==> src/jdsv_pkg.sv <==
`timescale 1ns / 1ps
// ----------------------------------------------------------------------------
// jdsv_pkg: shared types and helpers for the Jalali date string validator
// Character codes, calendar limits, parser state type and small functions
// used by the parser and the result stage.
// ----------------------------------------------------------------------------
package jdsv_pkg;

  localparam int unsigned YEAR_WIDTH_DEF = 16;

  localparam logic [7:0] CHAR_SLASH = 8'h2F;
  localparam logic [7:0] CHAR_ZERO  = 8'h30;
  localparam logic [7:0] CHAR_NINE  = 8'h39;

  localparam logic [6:0]  FIELD_MAX   = 7'd99;
  localparam logic [5:0]  LEAP_CYCLE  = 6'd33;
  localparam logic [6:0]  MONTH_LAST  = 7'd12;
  localparam logic [6:0]  MONTH_SHORT = 7'd7;
  localparam logic [6:0]  DAYS_LONG   = 7'd31;
  localparam logic [6:0]  DAYS_MID    = 7'd30;
  localparam logic [6:0]  DAYS_SHORT  = 7'd29;
  localparam logic [32:0] YEAR_OUT_MAX = 33'd65535;

  localparam logic [1:0] SLASH_DAY   = 2'd0;
  localparam logic [1:0] SLASH_MONTH = 2'd1;
  localparam logic [1:0] SLASH_YEAR  = 2'd2;
  localparam logic [1:0] SLASH_EXTRA = 2'd3;

  // Parser control and short fields; the year accumulator is kept apart
  // because its width follows a module parameter.
  typedef struct packed {
    logic [1:0] slash_seen;
    logic       prev_slash;
    logic       at_start;
    logic       bad_flag;
    logic [6:0] day_acc;
    logic [6:0] month_acc;
    logic [5:0] year_residue;
  } jdsv_state_t;

  localparam jdsv_state_t STATE_START = '{
    slash_seen:   SLASH_DAY,
    prev_slash:   1'b0,
    at_start:     1'b1,
    bad_flag:     1'b0,
    day_acc:      7'd0,
    month_acc:    7'd0,
    year_residue: 6'd0
  };

  // acc * 10 + digit, clipped at 99.
  function automatic logic [6:0] sat99(input logic [6:0] acc, input logic [3:0] dig);
    logic [10:0] v;
    v = 11'(acc) * 11'd10 + 11'(dig);
    return (v > 11'(FIELD_MAX)) ? FIELD_MAX : v[6:0];
  endfunction

  // (res * 10 + digit) mod 33 for res below 33. The quotient comes from a
  // multiply by 497 / 2^14, which is exact for values below 330.
  function automatic logic [5:0] mod33_step(input logic [5:0] res, input logic [3:0] dig);
    logic [8:0]  v;
    logic [17:0] prod;
    logic [3:0]  q;
    logic [8:0]  r;
    v    = 9'(res) * 9'd10 + 9'(dig);
    prod = 18'(v) * 18'd497;
    q    = prod[17:14];
    r    = v - 9'(q) * 9'(LEAP_CYCLE);
    return r[5:0];
  endfunction

  function automatic logic is_leap(input logic [5:0] r);
    logic leap;
    unique case (r)
      6'd1, 6'd5, 6'd9, 6'd13, 6'd17, 6'd22, 6'd26, 6'd30: leap = 1'b1;
      default: leap = 1'b0;
    endcase
    return leap;
  endfunction

  function automatic logic [6:0] month_days(input logic [6:0] m, input logic leap);
    logic [6:0] d;
    priority if (m < MONTH_SHORT) begin
      d = DAYS_LONG;
    end else if (m < MONTH_LAST) begin
      d = DAYS_MID;
    end else if (m == MONTH_LAST) begin
      d = leap ? DAYS_MID : DAYS_SHORT;
    end else begin
      d = 7'd0;
    end
    return d;
  endfunction

endpackage

==> src/jdsv_parser.sv <==
`timescale 1ns / 1ps
// ----------------------------------------------------------------------------
// jdsv_parser: per-character parser state for the date validator
// Holds slash count, error flag and field accumulators, and presents the
// state as it stands after the character being accepted.
// ----------------------------------------------------------------------------
module jdsv_parser
  import jdsv_pkg::*;
#(
  parameter int unsigned YEAR_WIDTH = YEAR_WIDTH_DEF
) (
  input  logic                  clk,
  input  logic                  rst_n,
  input  logic                  accept,
  input  logic [7:0]            char_code,
  input  logic                  last_char,
  output jdsv_state_t           upd_state,
  output logic [YEAR_WIDTH-1:0] upd_year
);

  jdsv_state_t           state_r;
  logic [YEAR_WIDTH-1:0] year_r;

  logic                  is_slash;
  logic                  is_digit;
  logic [3:0]            digit;
  logic [YEAR_WIDTH+3:0] year_mul;

  assign is_slash = (char_code == CHAR_SLASH);
  assign is_digit = (char_code >= CHAR_ZERO) && (char_code <= CHAR_NINE);
  assign digit    = 4'(char_code - CHAR_ZERO);
  assign year_mul = (YEAR_WIDTH+4)'(year_r) * (YEAR_WIDTH+4)'(10) + (YEAR_WIDTH+4)'(digit);

  always_comb begin
    upd_state = state_r;
    upd_year  = year_r;
    if (is_slash) begin
      if (state_r.at_start || state_r.prev_slash || last_char) begin
        upd_state.bad_flag = 1'b1;
      end
      if (state_r.slash_seen != SLASH_EXTRA) begin
        upd_state.slash_seen = state_r.slash_seen + 2'd1;
      end
      upd_state.prev_slash = 1'b1;
    end else if (is_digit) begin
      unique case (state_r.slash_seen)
        SLASH_DAY:   upd_state.day_acc   = sat99(state_r.day_acc, digit);
        SLASH_MONTH: upd_state.month_acc = sat99(state_r.month_acc, digit);
        SLASH_YEAR: begin
          // Any bit above the year width means the field overflowed.
          if (year_mul[YEAR_WIDTH+3:YEAR_WIDTH] != 4'd0) begin
            upd_year           = '1;
            upd_state.bad_flag = 1'b1;
          end else begin
            upd_year = year_mul[YEAR_WIDTH-1:0];
          end
          upd_state.year_residue = mod33_step(state_r.year_residue, digit);
        end
        default: ;
      endcase
      upd_state.prev_slash = 1'b0;
    end else begin
      upd_state.bad_flag   = 1'b1;
      upd_state.prev_slash = 1'b0;
    end
    upd_state.at_start = 1'b0;
  end

  always_ff @(posedge clk) begin
    if (!rst_n) begin
      state_r <= STATE_START;
      year_r  <= '0;
    end else if (accept) begin
      if (last_char) begin
        state_r <= STATE_START;
        year_r  <= '0;
      end else begin
        state_r <= upd_state;
        year_r  <= upd_year;
      end
    end
  end

endmodule

==> src/jalali_date_string_validator.sv <==
`timescale 1ns / 1ps
// ----------------------------------------------------------------------------
// jalali_date_string_validator: day/month/year Solar Hijri date checker
// Parses a date string one character per transaction and, on the last
// character, reports validity, the leap flag and the parsed fields.
// ----------------------------------------------------------------------------
//
//  Channel | Direction | tdata fields (low bit up)               | Side band
//  --------+-----------+-----------------------------------------+-----------
//  in_     | slave     | char_code[7:0]                          | tlast = last_char
//  out_    | master    | date_ok, leap_year, day_value[6:0],     | none
//          |           | month_value[6:0], year_value[15:0]      |
//
// One character is accepted per cycle while in_tready is high. The parser
// state and the result for a last character are both registered at the
// accept edge, in the parser state and the output register.
// The single output register sets the stall behavior: in_tready is low only
// while a result is held and out_tready is low.
// Reset (rst_n low, synchronous) returns the parser to the start of a string
// and empties the output register.
// Characters that are not the last one produce no result transaction.
// ----------------------------------------------------------------------------
module jalali_date_string_validator
  import jdsv_pkg::*;
#(
  parameter int unsigned YEAR_WIDTH = YEAR_WIDTH_DEF
) (
  input  logic        clk,
  input  logic        rst_n,
  input  logic        in_tvalid,
  output logic        in_tready,
  input  logic [7:0]  in_tdata,   // [7:0] char_code
  input  logic        in_tlast,
  output logic        out_tvalid,
  input  logic        out_tready,
  output logic [31:0] out_tdata   // [0] date_ok, [1] leap_year, [8:2] day_value,
                                  // [15:9] month_value, [31:16] year_value
);

  logic                  in_accept;
  jdsv_state_t           upd_state;
  logic [YEAR_WIDTH-1:0] upd_year;

  logic        out_valid_r, out_valid_nxt;
  logic [31:0] out_data_r, out_data_nxt;

  logic        leap;
  logic        month_ok;
  logic        day_ok;
  logic        date_ok;
  logic [32:0] year_ext;
  logic [15:0] year_out;

  // The output register frees up in the same cycle it is drained.
  assign in_tready = !out_valid_r || out_tready;
  assign in_accept = in_tvalid && in_tready;

  jdsv_parser #(
    .YEAR_WIDTH (YEAR_WIDTH)
  ) u_parser (
    .clk       (clk),
    .rst_n     (rst_n),
    .accept    (in_accept),
    .char_code (in_tdata),
    .last_char (in_tlast),
    .upd_state (upd_state),
    .upd_year  (upd_year)
  );

  // Final judgement works on the state as it stands after the last character.
  assign leap     = is_leap(upd_state.year_residue);
  assign month_ok = (upd_state.month_acc != 7'd0) && (upd_state.month_acc <= MONTH_LAST);
  assign day_ok   = (upd_state.day_acc != 7'd0) &&
                    (upd_state.day_acc <= month_days(upd_state.month_acc, leap));
  assign date_ok  = !upd_state.bad_flag && (upd_state.slash_seen == SLASH_YEAR) &&
                    month_ok && day_ok;

  // The reported year is clipped to 16 bits whatever the accumulator width.
  assign year_ext = 33'(upd_year);
  assign year_out = (year_ext > YEAR_OUT_MAX) ? YEAR_OUT_MAX[15:0] : year_ext[15:0];

  always_comb begin
    out_valid_nxt = out_valid_r && !out_tready;
    out_data_nxt  = out_data_r;
    if (in_accept && in_tlast) begin
      out_valid_nxt = 1'b1;
      out_data_nxt  = {year_out, upd_state.month_acc, upd_state.day_acc, leap, date_ok};
    end
  end

  always_ff @(posedge clk) begin
    if (!rst_n) begin
      out_valid_r <= 1'b0;
    end else begin
      out_valid_r <= out_valid_nxt;
    end
  end

  always_ff @(posedge clk) begin
    out_data_r <= out_data_nxt;
  end

  assign out_tvalid = out_valid_r;
  assign out_tdata  = out_data_r;

endmodule

==> config.mk <==
export PLATFORM = sky130hd
export DESIGN_NAME = jalali_date_string_validator
export DESIGN_NICKNAME = d
export VERILOG_FILES = /design/src/jdsv_pkg.sv /design/src/jdsv_parser.sv /design/src/jalali_date_string_validator.sv
export SDC_FILE = /design/constraint.sdc
export NUM_CORES = 1
export LEC_CHECK = 0
export BUFFER_PORTS_ARGS = -buffer_cell sky130_fd_sc_hd__buf_4
export CORE_MARGIN = 5
export CORE_UTILIZATION = 60
export DETAILED_ROUTE_END_ITERATION = 8
export PLACE_DENSITY = 0.8
export REMOVE_ABC_BUFFERS = 1
export SYNTH_ARGS = -nofsm -noshare
export SYNTH_HDL_FRONTEND = slang
export SYNTH_SLANG_ARGS = --single-unit
export TNS_END_PERCENT = 100
==> constraint.sdc <==
create_clock -name clk -period 22.7 [get_ports clk]
set_input_delay 5.675 -clock clk [delete_from_list [all_inputs] [get_ports clk]]
set_output_delay 5.675 -clock clk [all_outputs]
set_load 0.02 [all_outputs]
* Word level (Yosys, flattened, before mapping)
Memory sizes are Yosys's and may differ from the RTL's.
Index checks and enable logic that the tools add are counted.
Widths: inputs -> output; s select.
** Cells by class
- Multiplexer cells :: 27
- Magnitude comparators :: 9
- $add $sub $neg :: 7
- Multipliers :: 6
- Reductions and logical operators :: 19
- Equality and inequality tests :: 6
** Operators with widths (number)
- $mux 16 :: 5
- $mux 20 :: 2
- $mux 7 :: 4
- $mux 25 :: 1
- $add 11x4->11 :: 2
- $gt 11x7->1 const B :: 2
- $add 20x4->20 :: 1
- $mul 7x3->10 const B :: 2
- $mul 16x3->19 const B :: 1
- $mul 9x9->18 const B :: 1
- $gt 16x16->1 const B :: 1
- $mux 5 :: 3
- $reduce_bool 7->1 :: 2
- $add 9x4->9 :: 1
- $logic_and 1x1->1 :: 9
- $eq 8x6->1 const B :: 1
- $ge 8x6->1 const B :: 1
- $le 8x6->1 const B :: 1
- $mul 6x3->8 const B :: 1
- $mux 1 :: 8
- $eq 7x4->1 const B :: 1
- $le 7x4->1 const B :: 1
- $le 7x7->1 :: 1
- $lt 7x3->1 const B :: 1
- 14 further kinds :: 21
** Storage, ports and cells
- Logic and storage cells :: 86
- Register bits :: 74
- ROM bits :: 32
- Memories kept :: 1
- Output and inout bits :: 34
** Memory list
- (name not given) :: depth 32, bits a word 1, rd ports 1, clocked after Yosys merged registers in 0, write ports 0, RTL line jdsv_pkg.sv:74 : unique case (r)

* Logic depth before layout (Yosys ltp)
An unclocked memory read counts as a cell.
- Depth after elaboration :: 17
- Depth in mapped cells :: 44
- Depth with buffers taken out :: 44

* Hierarchy
From an unflattened synthesis, not the netlist that was laid out.
** Second synthesis, totals
- Cells, all modules :: 779
- Area, all modules :: 7357.1 um^2
** By module, submodules not included
- jdsv_parser :: area an instance 6094.6 um^2, sequential area each 820.8 um^2, cells an instance 706, instances 1
- jalali_date_string_validator :: area an instance 1262.5 um^2, sequential area each 980.9 um^2, cells an instance 73, instances 1

* Least setup slack after synthesis
No wires, ideal clock.
- Kind :: input-to-reg
- Start point :: input in_tdata[1]
- End point :: register out_data_r[0] (netlist: out_tdata[0]) (data pin)
- Stages on the path :: 38
- Data arrival time :: 13.796 ns
- Path buffers :: 0
- Setup time :: 0.190 ns
- Path slack :: 8.714 ns
- Path through :: ha_1 -> inv_1 -> fa_1 -> xnor2_1 -> inv_1 -> fa_1 -> fa_1 -> fa_1 -> fa_1 -> inv_1 -> ha_1 -> nor3_1 -> o21ai_0 -> a2111oi_0 -> nor3_1 -> ha_1 -> fa_1 -> inv_1 -> [... 2 more ...] -> a21oi_1 -> xnor2_1 -> o21ai_0 -> or3_1 -> a21o_1 -> o32ai_1 -> a21o_1 -> nand2_1 -> ha_1 -> nor2b_1 -> o21a_1 -> o21ai_0 -> nand2b_1 -> a21oi_1 -> a31oi_1 -> nor4_1 -> o311ai_1 -> a2111oi_2
** On the way
- Cells in the longest elaborated chain, start to end :: 17
- Elaborated cells between the ends (all ways) :: 47
** Ends and longest elaborated chain
- start, declared :: RTL line jalali_date_string_validator.sv:32 : input logic [7:0] in_tdata,
- $sub 4x1->4 :: RTL line jdsv_parser.sv:31 : assign digit = 4'(char_code - CHAR_ZERO);
- $add 9x4->9 :: RTL line jdsv_pkg.sv:65 : v = 9'(res) * 9'd10 + 9'(dig);
- $mul 9x9->18 :: RTL line jdsv_pkg.sv:66 : prod = 18'(v) * 18'd497;
- $mul 4x6->6 :: RTL line jdsv_pkg.sv:68 : r = v - 9'(q) * 9'(LEAP_CYCLE);
- $sub 6x6->6 :: RTL line jdsv_pkg.sv:68
- $mux 6 :: RTL line jdsv_parser.sv:46 : unique case (state_r.slash_seen)
- $mux 20 :: RTL line jdsv_parser.sv:45 : end else if (is_digit) begin
- $mux 20 * :: RTL line jdsv_parser.sv:37 : if (is_slash) begin
- [... 2 more ...]
- via leap :: RTL line jalali_date_string_validator.sv:47 : logic leap;
- $mux 2 * :: RTL line jdsv_pkg.sv:88 : d = leap ? DAYS_MID : DAYS_SHORT;
- $mux 5 * :: RTL line jdsv_pkg.sv:87 : end else if (m == MONTH_LAST) begin
- $mux 5 * :: RTL line jdsv_pkg.sv:85 : end else if (m < MONTH_LAST) begin
- $mux 5 * :: RTL line jdsv_pkg.sv:83 : priority if (m < MONTH_SHORT) begin
- $le 7x7->1 * :: RTL line jalali_date_string_validator.sv:74 : (upd_state.day_acc <= month_days(upd_state.month_acc, leap));
- $logic_and 1x1->1 * :: RTL line jalali_date_string_validator.sv:73 : assign day_ok = (upd_state.day_acc != 7'd0) &&
- $logic_and 1x1->1 * :: RTL line jalali_date_string_validator.sv:76 : month_ok && day_ok;
- via date_ok :: RTL line jalali_date_string_validator.sv:50 : logic date_ok;
- end signal, assigned :: RTL line jalali_date_string_validator.sv:100 : out_data_r <= out_data_nxt;
- end, declared :: RTL line jalali_date_string_validator.sv:45 : logic [31:0] out_data_r, out_data_nxt;
The timed path passes the listed nets; every way through them passes the cells marked *.
A chain may end at the register's enable or synchronous reset.

* Worst setup path in the final report
Same ends and word-level chain as after synthesis.

==> flow_summary.yaml <==
place:
  place.detailed.hpwl_um: 13080
  routability_driven_placement_congestion_ratio: 0.9450
  placement.io_buffers: 46
route:
  via_count: 5962
  detail_route.wl_per_cell_um: 17.05
  drt-initial-drc-count: 580
  postRouteWirelength_um: 16490
  ant_nets: 0
  drtPass1Iterations: 7
  final_routed_drc_violation_total: 0
  drt-vias-per-instance: 6.165
power:
  p_leak_nw: 3.922
  combPwrFrac_pct: 14.3
  switching_share_pct: 25.28
  design_power_total_mw: 0.3500
  cellInternalPower_mw: 0.2615
  clock_network_fraction_of_total_power_pct: 45.1
  power_frac_seq_pct: 40.6
  ir_worst_vdd_mv: 0.03063
  switching_component_of_the_power_mw: 0.08846
  power.density_nw_per_um2: 43.42
timing:
  timing.final.hold_violations: 0
  maximum_clock_rate_ghz: 0.06735
  unrepaired_setup_endpoints_after_global_routing: "false"
  timing.slew.headroom_pct: 21.59
  finalSetupViolations: 0
  fin_skew_ns: 0.009555
  setup_total_negative_slack_ns: 0
  tightestPinTransition_ns: 1.172
  post-route-period-util_pct: 65.41
  period_minus_slack_ns: 14.85
  timing_max_transition_violations_final: 0
logic_synthesis:
  muxShareOfSynthArea_pct: 0.5693
  synthArstFlopShare_pct: 0
  post-synth-top-count-cell: "sky130_fd_sc_hd__ha_1"
  yosys_warnings: 0
  synth_top_cell_by_area: "sky130_fd_sc_hd__ha_1"
  main_combinational_cell_family_by_area_after_synthesis: "adder cells"
  synthFlopType: "sky130_fd_sc_hd__dfxtp_1"
  post_synthesis_xor_xnor_area_fraction_pct: 7.090
  unique_masters_post_synth: 79
  syn_inst: 776
  synthesis.area_sq_um: 7253
  yosys.area_share.adder_pct: 27.84
  synth_top_cell_area_share_pct: 19.84
  seq_area_frac_synth_pct: 24.84
  yosys-top-cells-area: "sky130_fd_sc_hd__ha_1 (20%), sky130_fd_sc_hd__edfxtp_1 (13%), sky130_fd_sc_hd__dfxtp_1 (12%), sky130_fd_sc_hd__fa_1 (8.0%), sky130_fd_sc_hd__xnor2_1 (3.7%)"
  compound_gate_fraction_of_synth_area_pct: 19.96
  syn-mean-instance-area_sq_um: 9.347
  synth_simple_gate_area_share_pct: 15.37
  commonest_cells_in_the_netlist: "sky130_fd_sc_hd__ha_1 (115), sky130_fd_sc_hd__inv_1 (62), sky130_fd_sc_hd__nor2_1 (59)"
  synth-seq-cells: 74
  synth_edf_count: 32
floorplanning:
  io-pin-count: 47
  floorplan.initialDensity_pct: 60.89
  die_area_sq_um: 14390
  core_region_area_sq_um: 11910
  chipHeight_um: 120.0
  std_cell_rows: 40
  die_w_um: 120.0
critical_path:
  timing.critical_path.mode_cell: "sky130_fd_sc_hd__fa_1"
  critical_path_class: "primary input to register"
  cp_slowest_cell: "sky130_fd_sc_hd__fa_1"
  timing.critical_path.slowest_cell_delay_ns: 0.59
  worst-endpoint-required_ns: 22.84
  crit_fanout: 6
  kind_of_launch_point_of_the_worst_setup_path: "primary input"
  setup.worst_path.end_class: "register"
  worst_ep_arrival_time_ns: 14.99
clock_tree:
  htree_num_levels: 3
  cts_hold_repair.buffers: 0
  post_cts_buffers: 0
  worst_setup_hold_path_clk_slew_ns: 0.06
  cts_root_buffer: "sky130_fd_sc_hd__clkbuf_16"
  clock_sink_count: 74
  insertion_delay_ns: 0.34
  ctsResizeCount: 0
  cts_buffers: 9
  cts_tree: "built"
  cts_buffer_depth: 2
run:
  max_cap_violations: 0
global_route:
  grt_first_pass_wirelength_um: 27660
  grt_pass1_vias: 5996
  pin_count_of_the_biggest_net_entering_global_routing: 33
  track_usage_pct: 23.27
  grt_antenna_before_repair: 0
  overflow: 0
layout:
  nNetsFinal: 972
  fraction_of_final_layout_cells_sized_beyond_drive_strength_1_pct: 11.10
  area_growth_syn_to_layout_pct: 11.11
  antenna_cells: 0
  final_core_utilization_pct: 67.66
status:
  run_status: "finished, final reports clean"
hold_path:
  hold_path.class: "register to register"
[logic make-up (layout without fill, tap and decap cells)]
family | Yosys count | count (layout)
flops | 74 | 74
xor+xnor | 57 | 57
simple gates | 215 | 215
mux | 4 | 4
buf+inv | 82 | 126
fa+ha+maj | 144 | 144
compound gates | 200 | 200
[power by group through the flow]
stage          sequential, mW  combinational, mW  clock [mW]
2_1_floorplan           0.147             0.0308           0
3_3_place_gp            0.145             0.0468           0
3_5_place_dp            0.145             0.0503           0
4_1_cts                 0.142             0.0508       0.159
5_1_grt                 0.142             0.0575       0.165
6_report                0.142             0.0502       0.158
[worst paths after layout]
| check | from | to | slack, ns | cells after the start |
|---|---|---|---|---|
| worst max-delay path | in_tdata[1] | out_tdata[0]$_DFFE_PP_ | 7.85 | 39 |
| worst min-delay path | u_parser.state_r[21]$_SDFFE_PN1P_ | u_parser.state_r[21]$_SDFFE_PN1P_ | 0.47 | 1 |
| worst max register to register | u_parser.state_r[3]$_SDFFE_PN0P_ | out_tdata[0]$_DFFE_PP_ | 12.57 | 39 |
| worst min register to register | u_parser.state_r[21]$_SDFFE_PN1P_ | u_parser.state_r[21]$_SDFFE_PN1P_ | 0.47 | 1 |
[placed cells by master (no fill, tap or decap), drive strengths merged, types with 4 or more instances in the layout]
cell type  count
a22oi         19
a21oi         43
dfxtp         42
edfxtp        32
o22a           6
o21a           8
ha           115
nand2b         6
a31oi         18
xnor2         32
and3           8
a211oi         5
inv           64
nand4          6
xor2          25
a221o          6
nor2          60
and2          11
a22o           5
fa            29
or3            4
or2            9
nand2         34
a21o          32
nor3          22
nor3b          4
a311o          4
nand3         10
clkbuf        10
nor2b         25
o21ai         24
buf           48
[final cells by class]
| class | count | area (sq um) |
|---|---|---|
| clock inverters | 6 | 96.34 |
| fillers | 917 | 3852 |
| clock buffers | 10 | 239.0 |
| inverters | 62 | 232.7 |
| multi-input cells | 620 | 5145 |
| repair buffers | 48 | 360.3 |
| flip-flops and latches | 74 | 1802 |
| well taps | 147 | 183.9 |
[stage by stage]
step	area [sq um]	std cells	hold WS [ns]	setup slack (ns)
after floorplan	7172	756	0.4206	8.714
after global placement	7724	951	0.4296	7.833
after detailed placement	7724	951	0.4533	7.500
after CTS	8059	967	0.4650	7.827
after global routing	8059	967	0.4775	7.000
final	8059	967	0.4679	7.852
[flip-flops by register name (all words and copies together), names as in the netlist]
register          count
u_parser.year_r      16
out_tdata            32
u_parser.state_r     25
out_tvalid            1
[per-layer routing]
layer | wire length [um] | GRT usage (%) | vias up
met4 | 372 | 6.657 | 0
met2 | 8126 | 40.60 | 168
met3 | 830 | 3.959 | 37
met1 | 7161 | 29.59 | 2857
met5 | 0 | 0 | -
li1 | - | - | 2900
[worst max-delay path: cells and delay by family]
family                     cells  cell delay [ns]
xor gates and xnor gates       2             0.61
and+or+nand+nor                7             1.18
adders and majority gates     11             4.31
AOI/OAI and AO/OA             14             2.70
buffers and inverters          5             0.51
Note: power is estimated with default switching activity, not from simulation.
